==> src/design/tcas_pkg.sv <==
`default_nettype none

package tcas_pkg;

  // Common width for comparing coordinates against sizes up to 256
  localparam int CMP_W = 9;

  localparam logic [3:0] DIGIT_MAX    = 4'd9;
  localparam logic [6:0] RESET_WIDTH  = 7'd60;
  localparam logic [5:0] RESET_HEIGHT = 6'd29;

  localparam logic CFG_GRID_WIDTH  = 1'b0;
  localparam logic CFG_GRID_HEIGHT = 1'b1;

  // Last sub-step of a cell update: four neighbour reads, then the write-back
  localparam logic [2:0] PH_LAST = 3'd4;

  typedef enum logic [1:0] {
    CMD_WRITE = 2'd0,
    CMD_STEP  = 2'd1,
    CMD_READ  = 2'd2
  } cmd_t;

  typedef enum logic [1:0] {
    NBR_LEFT  = 2'd0,
    NBR_UP    = 2'd1,
    NBR_RIGHT = 2'd2,
    NBR_DOWN  = 2'd3
  } nbr_t;

  typedef struct packed {
    logic restart;
    logic advance;
    logic nbr_en;
    nbr_t nbr;
  } scan_ctl_t;

  typedef struct packed {
    logic last;
  } scan_sts_t;

endpackage

`default_nettype wire

==> src/design/tcas_scan.sv <==
`default_nettype none

module tcas_scan
  import tcas_pkg::*;
#(
  parameter int MAX_WIDTH  = 64,
  parameter int MAX_HEIGHT = 32,
  localparam int WW = $clog2(MAX_WIDTH + 1),
  localparam int HW = $clog2(MAX_HEIGHT + 1),
  localparam int AW = (MAX_WIDTH * MAX_HEIGHT > 1) ? $clog2(MAX_WIDTH * MAX_HEIGHT) : 1
) (
  input  wire logic          clk,
  input  wire logic          rst_n,
  input  wire scan_ctl_t     ctl,
  input  wire logic [WW-1:0] w_eff,
  input  wire logic [HW-1:0] h_eff,
  output logic      [AW-1:0] addr,
  output scan_sts_t          sts
);

  localparam int XW = (MAX_WIDTH > 1) ? $clog2(MAX_WIDTH) : 1;
  localparam int YW = (MAX_HEIGHT > 1) ? $clog2(MAX_HEIGHT) : 1;

  logic [XW-1:0] cx_r, cx_nxt, nx_c;
  logic [YW-1:0] cy_r, cy_nxt, ny_c;
  logic [WW-1:0] wm1_c;
  logic [HW-1:0] hm1_c;
  logic          last_x_c, last_y_c;

  assign wm1_c    = WW'(w_eff - WW'(1));
  assign hm1_c    = HW'(h_eff - HW'(1));
  assign last_x_c = (CMP_W'(cx_r) == CMP_W'(wm1_c));
  assign last_y_c = (CMP_W'(cy_r) == CMP_W'(hm1_c));
  assign sts.last = last_x_c && last_y_c;

  // Neighbour coordinates, wrapping at the edges of the area in use
  always_comb begin
    nx_c = cx_r;
    ny_c = cy_r;
    if (ctl.nbr_en) begin
      case (ctl.nbr)
        NBR_LEFT:  nx_c = (cx_r == '0) ? XW'(wm1_c) : XW'(cx_r - XW'(1));
        NBR_RIGHT: nx_c = last_x_c ? '0 : XW'(cx_r + XW'(1));
        NBR_UP:    ny_c = (cy_r == '0) ? YW'(hm1_c) : YW'(cy_r - YW'(1));
        NBR_DOWN:  ny_c = last_y_c ? '0 : YW'(cy_r + YW'(1));
        default:   nx_c = cx_r;
      endcase
    end
  end

  assign addr = AW'(ny_c) * AW'(MAX_WIDTH) + AW'(nx_c);

  always_comb begin
    cx_nxt = cx_r;
    cy_nxt = cy_r;
    if (ctl.restart) begin
      cx_nxt = '0;
      cy_nxt = '0;
    end else if (ctl.advance) begin
      if (last_x_c) begin
        cx_nxt = '0;
        cy_nxt = last_y_c ? '0 : YW'(cy_r + YW'(1));
      end else begin
        cx_nxt = XW'(cx_r + XW'(1));
      end
    end
  end

  always_ff @(posedge clk) begin
    if (!rst_n) begin
      cx_r <= '0;
      cy_r <= '0;
    end else begin
      cx_r <= cx_nxt;
      cy_r <= cy_nxt;
    end
  end

endmodule

`default_nettype wire

==> config.mk <==
export PLATFORM = sky130hd
export DESIGN_NAME = tcas_scan
export DESIGN_NICKNAME = d
export VERILOG_FILES = /design/src/design/tcas_pkg.sv /design/src/design/tcas_scan.sv
export SDC_FILE = /design/constraint.sdc
export NUM_CORES = 1
export LEC_CHECK = 0
export BUFFER_PORTS_ARGS = -buffer_cell sky130_fd_sc_hd__buf_2
export CORE_MARGIN = 10
export CORE_UTILIZATION = 57
export CTS_BUF_LIST = sky130_fd_sc_hd__clkbuf_4 sky130_fd_sc_hd__clkbuf_8
export CTS_CLUSTER_DIAMETER = 100
export DETAILED_ROUTE_END_ITERATION = 10
export PLACE_DENSITY = 0.82
export SYNTH_ARGS = -nofsm -noshare
export SYNTH_HDL_FRONTEND = slang
export SYNTH_SLANG_ARGS = --single-unit
==> constraint.sdc <==
create_clock -name clk -period 3.2 [get_ports clk]
set_input_delay 0.48 -clock clk [delete_from_list [all_inputs] [get_ports clk]]
set_output_delay 0.48 -clock clk [all_outputs]
set_load 0.05 [all_outputs]
==> metrics.txt <==
setup TNS=0 ns; WP data arrival=2.62 ns; Placed Instances=276; EDFF count, synth=0; Worst setup SP type=primary input; RSZ-0062 raised after global routing=no; Clock Latency Late Sink=0.27 ns; crit path kind=primary input to primary output; synthesized flop and latch total=11; vias per cell=6.056; Cells after Synth=224; vias in the first global route=1,600; DP Area=1785 sq um; drt first pass iters=4; global route total overflow=0; VDD IR max=251.9 uV; initial antenna violation count=0; CTS Buf Count=3; leakage=0.7652 nW; status=finished clean; DR vias=1,726; row cnt=19; top cell type's share of synthesized area=0.1373; IO Count=32; Area Growth Syn to Fin=17.08%; setup ws final=0.1031 ns; hold slack=0.5232 ns; HP Class=primary input to flop; Finished Layout Cells=285; Initial Utilization=0.5867; mapped cell area=1604 sq um; Layout Cell Area excl Fill=1878 sq um; Final GP Congestion=0.8731; Iter 0 DRT Violations=119; share of layout cells above drive strength 1=0.2441; Clock Sinks=11; Port Buffers=31; Netlist cell types=50; Final Critical Period=3.097 ns; skew final=0.004628 ns; crit end category=primary output; Synth Net Count=251; multi-input logic area=1310 sq um; FF+latch area=220.2 sq um; final setup violation count=0; first-pass GRT wire length=7196 um; pin count of the biggest net entering global routing=24; Core ar.=2734 sq um; Overall Power=0.3948 mW; WL final=4373 um; Max Cap Violations=0; clk buf depth=2; ys async rst share=0; die area=5336 sq um; critical-path maximum fanout=10; Seq/Total Area, Yosys=0.1373; GRT Util Overall=0.1594; DRC violations left=0; Vert. Die Dim=73.05 um; Post-Route Utilization=0.6870; warnings from Yosys=0; CTS tree=built; Post-synth top flop=dfxtp_1; diode count=0; # H-tree levels=1; Area contributors post-synth=dfxtp_1, xnor2_1, ha_1, a21oi_1, nand2_1; cell taking the most area after synthesis=dfxtp_1; CTS clock-pin slew for the worst setup and hold paths=0.07 ns; Worst EP required=2.72 ns; FILL cells=236; crit share post-route=0.9678; DR WL/cell=15.34 um; Final Net Count=282; ANT nets after route=0; Pwr Density=210.2 nW/um^2; measured slew at the worst slew-check pin=0.4686 ns; chip width=73.05 um; final hold viol count=0; clock root buffer=clkbuf_4; hold_buf cts=0; HPWL Detailed=3309 um; Place WS=-0.005982 ns; Max Fclk=322.9 MHz; Final Max Slew Viols=0; Avg Cell Area, Syn=7.161 sq um; worst rel slew slack=0.6847
## power breakdown
| part | switching, mW | internal [mW] | total, mW |
|---|---|---|---|
| Combinational | 0.0945 | 0.0572 | 0.152 |
| Clock | 0.0464 | 0.0567 | 0.103 |
| Sequential | 0.00240 | 0.138 | 0.140 |
## placed cells by master, fill, tap and decap left out, types with 10 or more instances in the layout
cell type / n
buf_4: 11
nor2_1: 14
a21oi_1: 17
dfxtp_1: 11
nand3_1: 13
nor3_1: 10
o21ai_0: 10
buf_2: 31
inv_1: 11
nand2_1: 19
xnor2_1: 18
## worst max-delay path, cell delays in order
cell and delay [ns]:
buf_2 0.14, inv_1 0.06, ha_1 0.16, or3b_2 0.50, xnor2_1 0.19, nor3_4 0.25, nand4b_4 0.24, buf_4 0.21
nand4_1 0.08, nand3_1 0.08, buf_2 0.22
## final timing paths
check	cells past startpoint	slack [ns]	startpoint	endpoint
hold reg to reg	2	0.58	cx_r[5]	cx_r[5]
setup / recovery	11	0.10	w_eff[0]	addr[4]
hold / removal	3	0.52	ctl[3]	cx_r[5]
setup reg to reg	8	0.61	cx_r[0]	cy_r[3]
## timing repair
action	4_1_cts	5_1_grt
hold endpoints to repair	0	0
gates resized for setup	0	4
pin swaps	1	0
setup endpoints to repair	1	4
buffers inserted	3	2
## synthesized netlist by cell type, drive strengths merged, types with 2 or more instances
library cell / number
nand2: 19
xnor2: 19
a21oi: 17
nor2: 14
nand3: 13
nor3: 12
dfxtp: 11
inv: 11
o21ai: 11
clkbuf: 9
buf: 7
ha: 7
nand2b: 7
nor2b: 7
xor2: 6
nor4: 5
o31ai: 5
mux2: 4
a211oi: 3
a31oi: 3
a2111oi: 2
and3: 2
and4: 2
nand4: 2
nand4b: 2
nor3b: 2
o211ai: 2
o21a: 2
or3b: 2
or4b: 2
## logic make-up (layout without fill, tap and decap cells)
kind of cell,Yosys count,after routing,share of synthesized area
and+or+nand+nor,95,95,0.3440
AOI/OAI and AO/OA,54,54,0.2176
buffers and inverters,27,57,0.06786
xor gates and xnor gates,26,26,0.1505
DFF,11,11,0.1373
adders and majority gates,7,7,0.05460
muxes,4,4,0.02808
## layer usage
metal	GRT usage	vias up	part of all wire
met5	0	-	0
met4	0.04852	0	0.0089
met2	0.2646	68	0.45
met3	0.04898	4	0.098
met1	0.1898	783	0.44
li1	-	871	-
## sequential cells by signal (all words and copies together), names as in the netlist
signal,cells
cx_r,6
cy_r,5
## layout make-up
cell class              count  share of cell area
repair buffers             42              0.1266
clock buffers               4             0.01599
well taps                  31             0.02065
inverters                  11             0.02199
multi-input cells         186              0.6975
flip-flops and latches     11              0.1173
No activity file was read; power rests on OpenSTA's default activity.
